--- config.mk ---
export PLATFORM = sky130hd
export DESIGN_NAME = midi_byte_stream_to_usb_packets
export DESIGN_NICKNAME = d
export VERILOG_FILES = /design/src/design/mbsu_pkg.sv /design/src/design/mbsu_encoder.sv /design/src/design/midi_byte_stream_to_usb_packets.sv
export SDC_FILE = /design/constraint.sdc
export NUM_CORES = 1
export LEC_CHECK = 0
export BUFFER_PORTS_ARGS = -buffer_cell sky130_fd_sc_hd__buf_2
export CAP_MARGIN = 10
export CELL_PAD_IN_SITES_DETAIL_PLACEMENT = 1
export CELL_PAD_IN_SITES_GLOBAL_PLACEMENT = 2
export CORE_ASPECT_RATIO = 1.25
export CORE_MARGIN = 10
export CORE_UTILIZATION = 31
export DETAILED_ROUTE_END_ITERATION = 16
export PLACE_DENSITY = 0.72
export SYNTH_ARGS = -nofsm -noshare
export SYNTH_HDL_FRONTEND = slang
export SYNTH_SLANG_ARGS = --single-unit
--- constraint.sdc ---
create_clock -name i_clk -period 3.05 [get_ports i_clk]
set_input_delay 0.61 -clock i_clk [delete_from_list [all_inputs] [get_ports i_clk]]
set_output_delay 0.61 -clock i_clk [all_outputs]
set_load 0.01 [all_outputs]
--- src/design/mbsu_pkg.sv ---
package mbsu_pkg;

    localparam logic [7:0] C_STATUS_MIN  = 8'h80;
    localparam logic [7:0] C_SYSEX_START = 8'hF0;
    localparam logic [3:0] C_KIND_SYSTEM = 4'hF;
    localparam logic [3:0] C_KIND_PROG   = 4'hC;
    localparam logic [3:0] C_KIND_PRESS  = 4'hD;
    localparam logic [3:0] C_CIN_SYSEX   = 4'h4;
    localparam logic [3:0] C_CIN_SINGLE  = 4'h5;

    localparam logic [1:0] C_NEED_IDLE = 2'd0;
    localparam logic [1:0] C_NEED_ONE  = 2'd1;
    localparam logic [1:0] C_NEED_TWO  = 2'd2;

    typedef struct packed {
        logic [7:0] serial_byte;
        logic       end_of_buffer;
        logic       host_ready;
    } t_in_item;

    typedef struct packed {
        logic [7:0] packet_header;
        logic [7:0] packet_byte_one;
        logic [7:0] packet_byte_two;
        logic [7:0] packet_byte_three;
    } t_out_item;

    typedef struct packed {
        logic [7:0] held_status;
        logic [1:0] bytes_still_needed;
        logic [7:0] held_first_data;
    } t_enc_state;

endpackage

--- src/design/mbsu_encoder.sv ---
module mbsu_encoder
    import mbsu_pkg::*;
(
    input  t_enc_state i_state,
    input  t_in_item   i_item,
    input  logic [3:0] i_cable,
    output t_enc_state o_state,
    output logic       o_emit,
    output t_out_item  o_packet
);

    logic [3:0] w_code;
    logic [3:0] w_kind;
    logic [3:0] w_held_kind;

    assign w_kind      = i_item.serial_byte[7:4];
    assign w_held_kind = i_state.held_status[7:4];

    always_comb begin
        o_state  = i_state;
        o_emit   = 1'b0;
        w_code   = w_held_kind;
        o_packet = '0;
        case (i_state.bytes_still_needed)
            C_NEED_TWO: begin
                o_state.held_first_data    = i_item.serial_byte;
                o_state.bytes_still_needed = C_NEED_ONE;
            end
            C_NEED_ONE: begin
                o_state.bytes_still_needed = C_NEED_IDLE;
                o_emit                     = 1'b1;
                w_code                     = w_held_kind;
                o_packet.packet_byte_one   = i_state.held_status;
                if (w_held_kind == C_KIND_PROG || w_held_kind == C_KIND_PRESS) begin
                    o_packet.packet_byte_two = i_item.serial_byte;
                end else begin
                    o_packet.packet_byte_two   = i_state.held_first_data;
                    o_packet.packet_byte_three = i_item.serial_byte;
                end
            end
            default: begin
                // idle, and the unused count value too
                o_state.bytes_still_needed = C_NEED_IDLE;
                if (i_item.serial_byte >= C_STATUS_MIN) begin
                    if (w_kind == C_KIND_SYSTEM) begin
                        o_emit                   = 1'b1;
                        w_code                   = (i_item.serial_byte == C_SYSEX_START)
                                                   ? C_CIN_SYSEX : C_CIN_SINGLE;
                        o_packet.packet_byte_one = i_item.serial_byte;
                    end else if (w_kind == C_KIND_PROG || w_kind == C_KIND_PRESS) begin
                        o_state.held_status        = i_item.serial_byte;
                        o_state.bytes_still_needed = C_NEED_ONE;
                    end else begin
                        o_state.held_status        = i_item.serial_byte;
                        o_state.held_first_data    = 8'h00;
                        o_state.bytes_still_needed = C_NEED_TWO;
                    end
                end
            end
        endcase
        o_packet.packet_header = {i_cable, w_code};
        // drop the pending message at a buffer boundary
        if (i_item.end_of_buffer) begin
            o_state.bytes_still_needed = C_NEED_IDLE;
        end
        // drop the packet when the host side cannot take it
        if (!i_item.host_ready) begin
            o_emit = 1'b0;
        end
    end

endmodule

--- src/design/midi_byte_stream_to_usb_packets.sv ---
// A packet is registered and appears on the output in the cycle after its last byte is accepted.
// Throughput: one byte per cycle; the single output register stalls input only
// while a packet waits on a low output ready.
// Reset (synchronous, active low): cable number 0, encoder idle, no packet pending.
module midi_byte_stream_to_usb_packets
    import mbsu_pkg::*;
(
    input  logic       i_clk,
    input  logic       i_rst_n,
    input  logic       i_in_valid,
    output logic       o_in_ready,
    input  t_in_item   i_in_item,
    output logic       o_out_valid,
    input  logic       i_out_ready,
    output t_out_item  o_out_item,
    input  logic       i_cfg_we,
    input  logic [3:0] i_cfg_data
);

    t_enc_state r_state;
    t_enc_state n_state;
    logic [3:0] r_cable;
    logic       r_out_valid;
    t_out_item  r_out_item;
    t_out_item  n_out_item;
    logic       w_emit;
    logic       w_in_acc;

    assign o_in_ready  = !r_out_valid || i_out_ready;
    assign w_in_acc    = i_in_valid && o_in_ready;
    assign o_out_valid = r_out_valid;
    assign o_out_item  = r_out_item;

    mbsu_encoder u_encoder (
        .i_state  (r_state),
        .i_item   (i_in_item),
        .i_cable  (r_cable),
        .o_state  (n_state),
        .o_emit   (w_emit),
        .o_packet (n_out_item)
    );

    always_ff @(posedge i_clk) begin
        if (!i_rst_n) begin
            r_state     <= '0;
            r_cable     <= 4'h0;
            r_out_valid <= 1'b0;
        end else begin
            if (i_cfg_we) begin
                r_cable <= i_cfg_data;
            end
            if (w_in_acc) begin
                r_state     <= n_state;
                r_out_valid <= w_emit;
            end else if (i_out_ready) begin
                r_out_valid <= 1'b0;
            end
        end
    end

    always_ff @(posedge i_clk) begin
        if (w_in_acc && w_emit) begin
            r_out_item <= n_out_item;
        end
    end

    a_count_legal: assert property (@(posedge i_clk) disable iff (!i_rst_n)
        r_state.bytes_still_needed != 2'd3)
        else $error("byte count reached unused value");

    a_eob_idle: assert property (@(posedge i_clk) disable iff (!i_rst_n)
        (w_in_acc && i_in_item.end_of_buffer) |=> (r_state.bytes_still_needed == C_NEED_IDLE))
        else $error("pending message survived end of buffer");

    a_host_drop: assert property (@(posedge i_clk) disable iff (!i_rst_n)
        (w_in_acc && !i_in_item.host_ready) |=> !r_out_valid)
        else $error("packet produced while host not ready");

    a_first_data_silent: assert property (@(posedge i_clk) disable iff (!i_rst_n)
        (w_in_acc && r_state.bytes_still_needed == C_NEED_TWO) |=> !r_out_valid)
        else $error("packet produced on first data byte");

endmodule

==> results of run 1 <==
[power breakdown]
| group | internal, mW | switching, mW |
|---|---|---|
| sequential | 0.794 | 0.00873 |
| combinational | 0.0338 | 0.0538 |
| clock | 0.327 | 0.231 |
[cell usage in the layout, fill, tap and decap left out, types with 2 or more instances in the layout]
cell        n
nor2b_1     2
dfxtp_1    23
mux2i_1    12
nand3_1     6
inv_1       5
a22o_1     12
o21ai_0     6
bufinv_16   2
clkbuf_8    5
o211ai_1    2
nor2_2      3
o221a_2     3
buf_2      52
a21o_1      4
a21oi_1     8
buf_4       3
nand2_1     5
and3_1      8
edfxtp_1   32
nor2_1     16
inv_2       2
ha_1        2
[critical path, delay by kind of cell, from the launching register on]
| family | cells | cell delay, ps |
|---|---|---|
| AOI/OAI and AO/OA | 1 | 180 |
| adders and majority gates | 1 | 390 |
| buffers and inverters | 2 | 500 |
| DFF | 1 | 370 |
| and+or+nand+nor | 2 | 500 |
[cells by family after synthesis]
kind of cell             share of synthesized area (%)
AO/OA/AOI/OAI                                    12.64
adder cells (fa/ha/maj)                          1.138
flip-flops                                       64.66
AND/OR/NAND/NOR                                  12.81
buffers and inverters                            3.301
multiplexers                                     5.464
[per-stage QoR]
step	util (%)	hold WS (ps)	instances	worst slack [ps]	power (mW)
after floorplan	-	407.6	173	136.3	0.8703
after global placement	36.77	410.3	310	829.0	0.9086
after detailed placement	36.77	420.5	310	724.8	0.9089
after CTS	38.74	444.4	318	710.7	1.466
after global routing	38.74	450.9	318	571.2	1.508
final	38.74	439.4	318	780.3	1.448
[metal layers]
layer | share of wire (%) | routed length, um | up-vias | global-route usage (%)
li1 | - | - | 751 | -
met1 | 41 | 2158 | 738 | 11.55
met2 | 50 | 2613 | 43 | 16.72
met3 | 7.2 | 373 | 6 | 2.887
met4 | 1.3 | 66 | 0 | 3.300
met5 | 0 | 0 | - | 0
[cell type report]
| class | count | area share [%] |
|---|---|---|
| multi-input combinational | 103 | 26.32 |
| clock buffer | 5 | 2.562 |
| tap | 90 | 4.192 |
| sequential | 55 | 52.91 |
| clock inverter | 3 | 2.515 |
| inverter | 7 | 0.9781 |
| timing repair buffer | 55 | 10.53 |
[cells in the mapped netlist]
cell type | number | share of area (%)
a21o_1 | 4 | 1.4
a21oi_1 | 8 | 1.8
a22o_1 | 12 | 4.8
a31o_2 | 1 | 0.40
a31oi_1 | 1 | 0.28
and2_1 | 1 | 0.28
and3_1 | 8 | 2.3
buf_4 | 4 | 1.4
clkbuf_1 | 3 | 0.51
clkbuf_2 | 1 | 0.23
dfxtp_1 | 23 | 21
edfxtp_1 | 32 | 44
ha_1 | 2 | 1.1
inv_1 | 5 | 0.85
inv_2 | 2 | 0.34
mux2i_1 | 12 | 5.5
nand2_1 | 5 | 0.85
nand2_2 | 1 | 0.28
nand2b_1 | 1 | 0.28
nand2b_2 | 1 | 0.40
nand3_1 | 6 | 1.4
nand3_2 | 1 | 0.46
nand3b_1 | 1 | 0.34
nand4_1 | 1 | 0.28
nand4b_1 | 1 | 0.40
nor2_1 | 17 | 2.9
nor2_2 | 2 | 0.57
nor2b_1 | 2 | 0.57
nor4_1 | 1 | 0.28
nor4_4 | 1 | 0.97
o211ai_1 | 2 | 0.68
o21ai_0 | 6 | 1.4
o221a_2 | 3 | 1.5
o41ai_1 | 1 | 0.40
or2_2 | 1 | 0.28
[path summary, 6_finish.rpt]
| path | end | slack, ps | cells past startpoint |
|---|---|---|---|
| worst min register to register | o_out_item[30]$_DFFE_PP_ | 440 | 0 |
| worst max-delay path | o_out_item[9]$_SDFFCE_PN0P_ | 780 | 6 |
| worst max register to register | o_out_item[9]$_SDFFCE_PN0P_ | 780 | 6 |
| worst min-delay path | o_out_item[30]$_DFFE_PP_ | 440 | 0 |
[sequential cells by signal (all words and copies together) (netlist names)]
name,flops
o_out_item,32
o_out_valid,1
r_cable,4
r_state,18
==> flow_summary.yaml, run 1 <==
cts:
  cts_tree: "built"
  cts_buffer_depth: 2
  cts_num_sinks: 55
  post_cts.repair.setup_buffers: 0
  cts-root-buf: "clkbuf_8"
  cts_buffers: 5
  cts_resized: 0
  path_clk_slew_ps: 100
  postCtsHoldBufs: 0
  htreeDepth: 2
  clock_latency_ps: 300
detailed_routing:
  ant_nets: 0
  wl_per_cell_um: 16.39
  drt_iter0_drc: 85
  via_per_inst: 4.836
  wl_um: 5212
  drt_pass1_iterations: 4
  drc: 0
  vias: 1538
synthesis:
  synth.cell_area_um2: 2198
  synth_cell_types: 35
  ys_seq_elements: 55
  synth-seq-area-share_pct: 64.66
  postSynthAreaPerCell_um2: 12.71
  syn_nets: 194
  yosysWarningCount: 0
  syn_inst: 173
run:
  cap_viol_max_count: 0
outcome:
  status: "complete, no violations"
die:
  rows: 34
  die_w_um: 95.32
  core_um2: 6934
  die-area_um2: 10880
  start_util_pct: 31.70
  die_h_um: 114.2
  io_pins: 53
critical_path:
  crit_slowest_cell: "ha_1"
  startpoint_type: "flip-flop"
  slowest_delay_ps: 390
  path_cells: "ha_1 > inv_2 > nor2_2 > o21ai_0 > nor2_2 > buf_4"
  arrival_ps: 2250
  critical_path.startpoint: "r_state[8]$_SDFFE_PN0P_"
  timing.critical_path.mode_cell: "nor2_2"
  r2r-start: "r_state[8]$_SDFFE_PN0P_"
  critPathCaptureType: "flip-flop"
  worst_ep_required_time_ps: 3030
  worstPathMaxFanout: 24
  critical_path_class: "reg -> reg"
grt:
  grt_max_degree: 25
  grt_antenna_before_repair: 0
  grt_overflow: 0
  grt_util_all_layers_pct: 9.881
  grt_pass1_wl_um: 8569
  grt_pass1_vias: 1613
timing:
  slew_violations: 0
  finalHoldViolations: 0
  layout_min_cycle_time_ps: 2270
  worst_pin_slew_ps: 774.6
  slew_headroom_pct: 48.20
  max_freq_ghz: 0.4406
  tns_ps: 0
  fin_skew_ps: 5.682
  fin_crit_sh_pct: 74.42
  setup_viol: 0
  rsz0062_at_grt: "no"
final_layout:
  drive_above_1_share_pct: 33.77
  design_area_um2: 2686
  register_area_um2: 1421
  antennaDiodeCount: 0
  layout-area-overhead-vs-synth_pct: 22.20
  fin_nets: 248
  fillers: 770
  multi_input_area_um2: 706.9
power:
  peakVddDrop_mv: 0.2645
  power_leakage_nw: 1.124
  powerDensity_nw_per_um2: 539.2
placement:
  place_area_um2: 2550
  gp_congestion: 0.7832
  place_hpwl_um: 3927
  numPortBuffers: 52
min_path:
  hold_start: "r_cable[2]$_SDFFE_PN0P_"
  hold_class: "reg -> reg"
No activity file was read; power rests on OpenSTA's default activity.
==> run 2: changes to the inputs <==
--- a/config.mk
+++ b/config.mk
@@ -11,9 +11,9 @@
 export CELL_PAD_IN_SITES_GLOBAL_PLACEMENT = 2
 export CORE_ASPECT_RATIO = 1.25
 export CORE_MARGIN = 10
-export CORE_UTILIZATION = 31
+export CORE_UTILIZATION = 34
 export DETAILED_ROUTE_END_ITERATION = 16
-export PLACE_DENSITY = 0.72
+export PLACE_DENSITY = 0.75
 export SYNTH_ARGS = -nofsm -noshare
 export SYNTH_HDL_FRONTEND = slang
 export SYNTH_SLANG_ARGS = --single-unit
==> constraint.sdc (replaced) <==
create_clock -name i_clk -period 2.1 [get_ports i_clk]
set_input_delay 0.42 -clock i_clk [delete_from_list [all_inputs] [get_ports i_clk]]
set_output_delay 0.42 -clock i_clk [all_outputs]
set_load 0.01 [all_outputs]
==> flow_summary.yaml, run 2 (synthesis gave the netlist of run 1 again) <==
outcome:
  status: "complete, no violations"
final_layout:
  final_cell_mix: "buf_2, edfxtp_1, dfxtp_1"
  layout-area-overhead-vs-synth_pct: 22.60
  final_core_util_pct: 43.15
  fin_nets: 251
  final_common_cell: "buf_2"
  drive_above_1_share_pct: 34.20
  largest_reg_flops: 32
  design_area_um2: 2695
  fin_cells: 316
  antennaDiodeCount: 0
die:
  die_w_um: 91.92
  rows: 32
  io_pins: 53
  start_util_pct: 35.20
  die-area_um2: 10100
  core_um2: 6246
  die_h_um: 109.9
timing:
  setup_viol: 0
  max_freq_ghz: 0.5692
  layout_min_cycle_time_ps: 1757
  timing.final.ws_setup_ps: 343.0
  tns_ps: 0
  fin_skew_ps: 8.489
  worst_pin_slew_ps: 511.0
  slew_violations: 0
  fin_crit_sh_pct: 83.67
  finalHoldViolations: 0
  fin_hold_ws_ps: 300.5
  slew_headroom_pct: 65.67
  rsz0062_at_grt: "no"
cts:
  post_cts.repair.setup_buffers: 0
  cts_buffer_depth: 2
  htreeDepth: 2
  clock_latency_ps: 310
  postCtsHoldBufs: 0
  cts-root-buf: "clkbuf_8"
  path_clk_slew_ps: 100
  cts_tree: "built"
  cts_num_sinks: 55
  cts_buffers: 5
  cts_resized: 0
grt:
  grt_pass1_wl_um: 8652
  grt_overflow: 0
  grt_util_all_layers_pct: 10.71
  use_met3_pct: 3.206
  met2_usage_pct: 18.99
  grt_use_met1_pct: 11.89
  top_usage_layer: "met2"
  grt_pass1_vias: 1644
  grt_max_degree: 33
  grt_antenna_before_repair: 0
detailed_routing:
  drt_pass1_iterations: 4
  ant_nets: 0
  vias: 1539
  via_per_inst: 4.870
  drt_iter0_drc: 90
  drc: 0
  wl_per_cell_um: 16.87
  wl_um: 5332
power:
  power_frac_comb_pct: 6.5
  powerDensity_nw_per_um2: 741.3
  intPower_mw: 1.561
  power_frac_clock_pct: 35.2
  peakVddDrop_mv: 0.2656
  pwr-share-seq_pct: 58.4
  power_leakage_nw: 1.133
  swShare_pct: 21.86
  power_switching_uw: 436.7
  design_power_total_mw: 1.998
critical_path:
  arrival_ps: 1770
  critical_path_class: "reg -> reg"
  critPathCaptureType: "flip-flop"
  startpoint_type: "flip-flop"
  worstPathMaxFanout: 32
  r2r_slack_ps: 340
  worst_ep_required_time_ps: 2110
placement:
  numPortBuffers: 52
  place_area_um2: 2584
  place_ws_ps: 346.1
  gp_congestion: 0.7644
  place_hpwl_um: 3999
  place_inst: 308
run:
  cap_viol_max_count: 0
min_path:
  hold_class: "in -> reg"
==> run 2: cell types whose count changed in the layout (fill, tap and decap cells not counted), sizes merged <==
cell      before  now
buf           55   58
bufinv         2    1
clkinv         0    1
inv            7    8
clkinvlp       1    0
==> run 2: worst max-delay path, stage by stage, from the launching register on <==
cell	delay, ps
dfxtp_1	360
inv_1	50
ha_1	350
nand2_1	80
nor2_2	120
o21ai_0	140
nor2_4	130
buf_12	210
==> run 2: cell type report <==
cell class / instances / area (um^2)
flip-flops and latches: 55 / 1421
multi-input cells: 103 / 711.9
inverters: 7 / 26.28
fillers: 704 / 3551
repair buffers: 58 / 317.8
well taps: 85 / 106.4
clock inverters: 3 / 42.54
clock buffers: 5 / 68.82
==> run 2: power groups by stage <==
| stage | Clock [mW] | Combinational (mW) | Sequential (mW) |
|---|---|---|---|
| 3_5_place_dp | 0 | 0.132 | 1.19 |
| 4_1_cts | 0.711 | 0.132 | 1.17 |
| 2_1_floorplan | 0 | 0.0754 | 1.19 |
| 3_3_place_gp | 0 | 0.128 | 1.19 |
| 6_report | 0.703 | 0.129 | 1.17 |
| 5_1_grt | 0.744 | 0.145 | 1.17 |
==> run 2: path summary, 6_finish.rpt <==
check / startpoint / to / depth (start not counted)
min: i_in_item[1] / r_state[9]$_SDFFE_PN0P_ / 2
min reg2reg: r_cable[3]$_SDFFE_PN0P_ / o_out_item[31]$_DFFE_PP_ / 0
max reg2reg: r_state[8]$_SDFFE_PN0P_ / o_out_item[25]$_DFFE_PP_ / 7
max: r_state[8]$_SDFFE_PN0P_ / o_out_item[25]$_DFFE_PP_ / 7
==> run 2: per-layer routing <==
layer | up-vias | wire length [um] | share of wire [%]
li1 | 756 | - | -
met1 | 739 | 2228 | 42
met2 | 36 | 2724 | 51
met3 | 8 | 309 | 5.8
met4 | 0 | 70 | 1.3
met5 | - | 0 | 0
